### src/design/vfpz_pkg.sv
// Package for the volume filtered pivot zone block: payload, zone and
// control types, fixed constants and state codes. No dependencies.
`timescale 1ns / 1ps
`default_nettype none

package vfpz_pkg;

  // fixed algorithm constants
  localparam int unsigned PIVOT_LAG    = 3;
  localparam int unsigned WINDOW       = 5;
  localparam int unsigned MIN_BARS     = 10;
  localparam int unsigned PERIOD_LIMIT = 1000;

  // field widths
  localparam int unsigned PRICE_W  = 32;
  localparam int unsigned PERIOD_W = 10;
  localparam int unsigned ZONES_W  = 6;
  localparam int unsigned SUM_W    = 42;
  localparam int unsigned CFG_W    = 10;
  localparam int unsigned CFG_IDX_W = 1;

  // register reset values
  localparam logic [PERIOD_W-1:0] MA_PERIOD_RST = 10'd20;
  localparam logic [ZONES_W-1:0]  MAX_ZONES_RST = 6'd32;

  // configuration register indexes
  typedef enum logic [CFG_IDX_W-1:0] {
    REG_MA_PERIOD = 1'b0,
    REG_MAX_ZONES = 1'b1
  } cfg_reg_e;

  // record kinds
  localparam logic [1:0] REC_ZONE    = 2'd0;
  localparam logic [1:0] REC_END_OK  = 2'd1;
  localparam logic [1:0] REC_END_FEW = 2'd2;

  // zone types
  localparam logic ZONE_RES = 1'b0;
  localparam logic ZONE_SUP = 1'b1;

  typedef struct packed {
    logic [31:0] open_price;
    logic [31:0] high_price;
    logic [31:0] low_price;
    logic [31:0] close_price;
    logic [31:0] bar_volume;
    logic        last_bar;
  } bar_t;

  typedef struct packed {
    logic [1:0]  record_kind;
    logic [31:0] pivot_bar;
    logic [31:0] found_bar;
    logic        zone_type;
    logic [31:0] level;
    logic [31:0] body_edge;
    logic [5:0]  zone_count;
    logic        last;
  } rec_t;

  typedef struct packed {
    logic [31:0] pivot;
    logic        kind;
    logic [31:0] level;
    logic [31:0] edge_price;
  } zone_t;

  // controller to datapath
  typedef struct packed {
    logic load_bar;
    logic update;
    logic store_res;
    logic store_sup;
    logic trim;
    logic zone_rd;
    logic load_zone;
    logic load_end;
  } cmd_t;

  // datapath to controller
  typedef struct packed {
    logic hit_top;
    logic hit_bot;
    logic last_bar;
    logic too_few;
    logic drain_done;
    logic out_free;
  } stat_t;

  typedef enum logic [2:0] {
    S_IDLE,
    S_SUM,
    S_CMP,
    S_SUP,
    S_REPORT,
    S_ZRD,
    S_ZLOAD,
    S_END
  } state_e;

endpackage

`default_nettype wire

### src/design/vfpz_ctrl.sv
// Sequencing state machine of the pivot zone block.
// Depends on vfpz_pkg for the state, command and status types.
`timescale 1ns / 1ps
`default_nettype none

module vfpz_ctrl (
  input  wire logic           clk_i,
  input  wire logic           rst_ni,
  input  wire logic           in_valid_i,
  output logic                in_ready_o,
  input  wire vfpz_pkg::stat_t stat_i,
  output vfpz_pkg::cmd_t      cmd_o
);
  import vfpz_pkg::*;

  state_e state_q, state_d;

  // state register
  always_ff @(posedge clk_i or negedge rst_ni) begin
    if (!rst_ni) begin
      state_q <= S_IDLE;
    end else begin
      state_q <= state_d;
    end
  end

  // next state and commands
  always_comb begin
    state_d    = state_q;
    cmd_o      = '0;
    in_ready_o = 1'b0;
    unique case (state_q)
      S_IDLE: begin
        in_ready_o = 1'b1;
        if (in_valid_i) begin
          cmd_o.load_bar = 1'b1;
          state_d        = S_SUM;
        end
      end
      S_SUM: begin
        cmd_o.update = 1'b1;
        state_d      = S_CMP;
      end
      S_CMP: begin
        // resistance goes in before support when both fire
        if (stat_i.hit_top) begin
          cmd_o.store_res = 1'b1;
        end else if (stat_i.hit_bot) begin
          cmd_o.store_sup = 1'b1;
        end
        if (stat_i.hit_top && stat_i.hit_bot) begin
          state_d = S_SUP;
        end else begin
          state_d = stat_i.last_bar ? S_REPORT : S_IDLE;
        end
      end
      S_SUP: begin
        cmd_o.store_sup = 1'b1;
        state_d         = stat_i.last_bar ? S_REPORT : S_IDLE;
      end
      S_REPORT: begin
        if (stat_i.too_few) begin
          state_d = S_END;
        end else begin
          cmd_o.trim = 1'b1;
          state_d    = S_ZRD;
        end
      end
      S_ZRD: begin
        if (stat_i.drain_done) begin
          state_d = S_END;
        end else begin
          cmd_o.zone_rd = 1'b1;
          state_d       = S_ZLOAD;
        end
      end
      S_ZLOAD: begin
        if (stat_i.out_free) begin
          cmd_o.load_zone = 1'b1;
          state_d         = S_ZRD;
        end
      end
      S_END: begin
        if (stat_i.out_free) begin
          cmd_o.load_end = 1'b1;
          state_d        = S_IDLE;
        end
      end
      default: begin
        state_d = S_IDLE;
      end
    endcase
  end

endmodule

`default_nettype wire

### config.mk
export PLATFORM = sky130hd
export DESIGN_NAME = vfpz_ctrl
export DESIGN_NICKNAME = d
export VERILOG_FILES = /design/src/design/vfpz_pkg.sv /design/src/design/vfpz_ctrl.sv
export SDC_FILE = /design/constraint.sdc
export NUM_CORES = 1
export LEC_CHECK = 0
export ABC_AREA = 1
export BUFFER_PORTS_ARGS = -buffer_cell sky130_fd_sc_hd__buf_2
export CORE_AREA = 2 2 39 41
export DETAILED_ROUTE_END_ITERATION = 8
export DIE_AREA = 0 0 41 43
export GPL_ROUTABILITY_DRIVEN = 1
export PLACE_DENSITY_LB_ADDON = 0.12
export REMOVE_ABC_BUFFERS = 1
export SYNTH_ARGS = -nofsm -noshare
export SYNTH_HDL_FRONTEND = slang
export SYNTH_SLANG_ARGS = --single-unit
### constraint.sdc
create_clock -name clk_i -period 2.9 [get_ports clk_i]
set_clock_uncertainty 0.15 [all_clocks]
set_input_delay 0.29 -clock clk_i [delete_from_list [all_inputs] [get_ports clk_i]]
set_output_delay 0.29 -clock clk_i [all_outputs]
set_load 0.03 [all_outputs]
==> results of run 1 <==
[cells by family after synthesis]
kind of cell | after synthesis
AO/OA/AOI/OAI | 1
flip-flops | 3
buffers and inverters | 11
AND/OR/NAND/NOR | 30
[stage by stage]
stage / total power [W] / cell area, µm² / std cells / utilization, % / worst slack [ns]
after floorplan: 0.000332 / 285 / 42 / - / 0.899
after global placement: 0.000413 / 390 / 75 / 28.2 / 1.31
after detailed placement: 0.000406 / 390 / 75 / 28.2 / 1.36
after CTS: 0.000485 / 427 / 80 / 30.8 / 1.10
after global routing: 0.000523 / 427 / 80 / 30.8 / 1.02
final: 0.000476 / 427 / 80 / 30.8 / 1.12
[Yosys cell counts]
library cell | count | area share, %
inv_1 | 5 | 5.9
nand4_1 | 4 | 7.8
nand2_1 | 8 | 9.4
nand3_2 | 2 | 6.3
nor4_1 | 1 | 2.0
dfrtp_1 | 3 | 24
a21oi_1 | 1 | 1.6
nor2_1 | 2 | 2.4
nor2_4 | 1 | 3.5
buf_6 | 3 | 11
nand3_1 | 6 | 9.4
nor2_2 | 1 | 2.0
nor4_2 | 1 | 3.9
nor3_1 | 3 | 4.7
nand2_2 | 1 | 2.0
inv_6 | 1 | 2.7
inv_2 | 2 | 2.4
[what timing repair did]
item / 4_1_cts / 5_1_grt
hold buffers: 1 / 0
hold endpoints to repair: 3 / 0
endpoints found under the setup margin: 0 / 0
[where the power goes]
part	switching [W]	total, W	internal [W]	leakage, nW
registers	0.0000686	0.000133	0.0000640	0.0353
clock network	0.0000217	0.0000733	0.0000516	0.0150
logic	0.000180	0.000270	0.0000901	0.185
[area by class of cell]
class / count / area, µm² / share of cell area, %
inverter: 8 / 35.0 / 8.21
tap: 16 / 20.0 / 4.69
multi-input combinational: 31 / 175 / 41.1
sequential: 3 / 75.1 / 17.6
clock buffer: 4 / 26.3 / 6.16
timing repair buffer: 18 / 95.1 / 22.3
[worst reg2reg max path, stage by stage (launching register included)]
cell and delay [ns]:
dfrtp_1 0.51, inv_6 0.14, nand2_2 0.06, nand2_1 0.07, nand3_1 0.07, nand2_1 0.06
nand2_1 0.04
[worst max path at each step]
stage / from / to / slack [ns] / depth (start not counted)
after floorplan: state_q[2] / cmd_o[3] / 0.90 / 2
after global placement: state_q[2] / cmd_o[3] / 1.31 / 3
after detailed placement: state_q[1] / cmd_o[1] / 1.36 / 3
after CTS: state_q[1] / cmd_o[1] / 1.10 / 3
after global routing: state_q[2] / cmd_o[3] / 1.02 / 3
final: state_q[1] / cmd_o[1] / 1.12 / 3
[metal layers]
| layer | track usage, % | share of wire [%] | vias up |
|---|---|---|---|
| met5 | 0 | 0 | - |
| met4 | 8.00 | 0 | 0 |
| met3 | 4.71 | 6.3 | 0 |
| met2 | 17.2 | 54 | 10 |
| met1 | 11.7 | 40 | 162 |
| li1 | - | - | 190 |
==> impl_metrics.json, run 1 <==
{
  "rr_startpoint": "state_q[2]",
  "end_kind": "output pin",
  "antennaDiodeCount": 0,
  "ant_nets": 0,
  "htreeDepth": 1,
  "r2r_end": "state_q[0]",
  "rr_worst_depth": 6,
  "synth_area_um2": 319,
  "fin_setup_tns_ns": 0,
  "critPathTopFamily": "flip-flops",
  "cts.sinks": 3,
  "layout_commonest_cell": "buf_2",
  "drt_wl_total_um": 788,
  "syn2layout_area_growth_pct": 33.7,
  "die_w_um": 41,
  "cts_buffers": 3,
  "drive_gt1_share_pct": 45.3,
  "vias": 362,
  "ys_seq_elements": 3,
  "synth_top_family_by_area": "simple AND/OR/NAND/NOR gates",
  "setup_violations": 0,
  "netlist_instances": 45,
  "max-cap-violations": 0,
  "crit_path_start_kind": "flop",
  "outcome": "complete, no violations",
  "cts_root_buf": "clkbuf_4",
  "synth-simple-area-share_pct": 53.3,
  "grt_pass1_wl_um": 1260,
  "place.gp.congestion": 0.723,
  "min-delay-start": "stat_i[3]",
  "path_class": "reg -> out",
  "min_path_cells": 3,
  "slowest_stage": "dfrtp_1",
  "drt_iter0_drc": 4,
  "dr.pass1.iters": 4,
  "antenna_found_initial": 0,
  "worstPathArrival_ns": 1.34,
  "largest-register": "state_q",
  "slew_violations": 0,
  "path_max_fanout": 8,
  "clock_latency_ns": 0.23,
  "vdd_ir_drop_max_mv": 0.279,
  "largest_register_ffs": 3,
  "nets": 74,
  "synth-compound-area-share_pct": 1.57,
  "port_buffers": 17,
  "reg.largest.list": "state_q: 3 flops",
  "cts_setup_buffers": 0,
  "ys_types": 17,
  "synth_xor_xnor_area_share_pct": 0,
  "r2r_slack_ns": 1.68,
  "cpPeakStageDelay_ns": 0.53,
  "avgSynthCellArea_um2": 7.09,
  "viasPerCell": 4.53,
  "tightest_slew_ns": 0.393,
  "grt_setup_unrepaired": "no",
  "cts_tree": "yes",
  "grt.overflow.total": 0,
  "track_usage_pct": 11.3,
  "cts_resized": 0,
  "synth_warnings": 0,
  "synth_mux_area_share_pct": 0,
  "rows": 14,
  "die_h_um": 43,
  "ys_seq_area_share_pct": 23.5,
  "cts_buffer_depth": 2,
  "grt_max_degree": 10,
  "first_global_vias": 332,
  "fillers": 165,
  "coreArea_um2": 1380,
  "routedWlPerCell_um": 9.85,
  "max_clock_freq_ghz": 0.562,
  "synthAdderAreaFrac_pct": 0,
  "worstPathRequired_ns": 2.46,
  "whs_endpoint": "state_q[2]",
  "min_period_ns": 1.78,
  "cts.reportedPaths.clkPinSlew_ns": 0.04,
  "drc": 0,
  "holdWs_ns": 0.159,
  "hold_violations": 0,
  "die_area_um2": 1760,
  "post-route-period-util_pct": 61.3,
  "hold_path.class": "in -> reg",
  "p_per_area_nw_per_um2": 1120,
  "start_util_pct": 23.1,
  "worst-path-buf-inv": 2,
  "crit_chain": "inv_2, nor4_2, buf_2",
  "hpwl_um": 666,
  "relSlewSlack_pct": 73.8,
  "most-common-layout-cells": "buf_2, nand2_1, nand3_1, inv_1, nand4_1",
  "p_leak_nw": 0.236,
  "io_pins": 18
}
No activity file was read; power rests on OpenSTA's default activity.
==> run 2, diff against run 1 <==
- clock period: 2.9 -> 1.4 ns (I/O delays scaled with it)
==> impl_metrics.json, run 2 (same netlist as run 1, synthesis figures left out) <==
{
  "drt_wl_total_um": 916,
  "path_max_fanout": 8,
  "whs_endpoint": "state_q[2]",
  "crit_cells": 2,
  "htreeDepth": 1,
  "drive_gt1_share_pct": 68.9,
  "start_util_pct": 23.1,
  "grt_max_degree": 9,
  "nets": 84,
  "layout_commonest_cell": "buf_4",
  "fin_cells": 90,
  "ant_nets": 0,
  "placed_cells": 78,
  "max_clock_freq_ghz": 0.676,
  "cpPeakStageDelay_ns": 0.49,
  "rows": 14,
  "setup_ws_ns": -0.0790,
  "min_path_cells": 3,
  "tightest_slew_ns": 0.251,
  "worst-path-buf-inv": 1,
  "r2r_end": "state_q[1]",
  "port_buffers": 17,
  "cts_tree": "yes",
  "r2r_slack_ns": 0.09,
  "relSlewSlack_pct": 83.3,
  "p_leak_nw": 0.294,
  "die_w_um": 41,
  "antennaDiodeCount": 0,
  "drc": 0,
  "max-cap-violations": 0,
  "post-route-period-util_pct": 106,
  "min-delay-start": "stat_i[3]",
  "track_usage_pct": 12.5,
  "cts_buffer_depth": 2,
  "cts_root_buf": "clkbuf_4",
  "setup_violations": 9,
  "slowest_stage": "dfrtp_2",
  "min_period_ns": 1.48,
  "end_kind": "output pin",
  "violations": "negative setup slack",
  "clock_latency_ns": 0.23,
  "die_area_um2": 1760,
  "place.gp.congestion": 0.803,
  "post-place-ws_ns": 0.0356,
  "die_h_um": 43,
  "grt.overflow.total": 0,
  "routedWlPerCell_um": 10.2,
  "final_cell_area_um2": 607,
  "dr.pass1.iters": 3,
  "rr_worst_depth": 6,
  "cts.sinks": 3,
  "viasPerCell": 4.38,
  "cts.reportedPaths.clkPinSlew_ns": 0.04,
  "cts_buffers": 3,
  "path_class": "reg -> out",
  "critPathTopFamily": "flip-flops",
  "final_core_util_pct": 43.9,
  "rr_startpoint": "state_q[1]",
  "hold_path.class": "in -> reg",
  "grt_pass1_wl_um": 1530,
  "hpwl_um": 653,
  "worstPathArrival_ns": 1.19,
  "reg.largest.list": "state_q: 3 flops",
  "grt_setup_unrepaired": "yes",
  "power_w": 0.00143,
  "syn2layout_area_growth_pct": 90.2,
  "crit_path_start_kind": "flop",
  "hold_violations": 0,
  "most-common-layout-cells": "buf_4, buf_2, nand3_1, buf_6",
  "placed_area_um2": 413,
  "antenna_found_initial": 0,
  "vdd_ir_drop_max_mv": 0.884,
  "largest_register_ffs": 3,
  "coreArea_um2": 1380,
  "outcome": "complete, but fails checks",
  "first_global_vias": 381,
  "vias": 394,
  "io_pins": 18,
  "drt_iter0_drc": 7,
  "p_per_area_nw_per_um2": 2360,
  "worstPathRequired_ns": 1.11,
  "largest-register": "state_q",
  "crit_chain": "nor4_4, buf_6",
  "slew_violations": 0
}
-- run 2: cell types whose count changed in the layout (fill, tap and decap cells not counted), sizes merged --
cell / before / now
buf: 17 / 27
clkinv: 0 / 1
inv: 8 / 7
-- run 2: worst max path at each step --
| stage | from | to | slack, ns |
|---|---|---|---|
| 2_1_floorplan | state_q[2] | cmd_o[3] | -0.45 |
| 3_3_place_gp | state_q[1] | cmd_o[2] | 0.04 |
| 3_5_place_dp | state_q[1] | cmd_o[1] | 0.04 |
| 4_1_cts | state_q[0] | cmd_o[1] | -0.08 |
| 5_1_grt | state_q[0] | cmd_o[3] | -0.14 |
| 6_report | state_q[0] | cmd_o[1] | -0.08 |
-- run 2: power breakdown --
group / switching (W) / internal, W / total, W
Sequential: 0.000125 / 0.000140 / 0.000265
Combinational: 0.000545 / 0.000474 / 0.00102
Clock: 0.0000401 / 0.000106 / 0.000147
Total: 0.000710 / 0.000721 / 0.00143
-- run 2: worst register-to-register path, delay by kind of cell, from the launching register on --
kind          cells  cell delay [ns]
flops             1             0.47
buf+inv           3             0.33
simple gates      3             0.28
-- run 2: cell type report --
type	instances	area [µm²]
Fill cell	149	777
Tap cell	16	20.0
Sequential cell	3	77.6
Inverter	8	37.5
Clock buffer	4	26.3
Multi-Input combinational cell	31	230
Timing Repair Buffer	28	215
-- run 2: what timing repair did --
item	4_1_cts	5_1_grt
endpoints found under the hold margin	3	0
gates resized for setup	20	11
pin swaps	6	5
buffers inserted	5	2
hold buffers	1	0
gates cloned	0	0
setup endpoints to repair	9	9
-- run 2: per-stage QoR --
stage	hold WS [ns]	setup TNS, ns
4_1_cts	0.0296	-0.493
5_1_grt	0.0756	-1.07
3_3_place_gp	-0.212	0
2_1_floorplan	-0.306	-1.26
3_5_place_dp	-0.213	0
6_report	0.0294	-0.447
-- run 2: routing by layer --
metal	wire [µm]	global-route usage [%]
met4	0	6.00
met5	0	0
met1	348	16.2
met2	537	19.4
met3	30	1.57
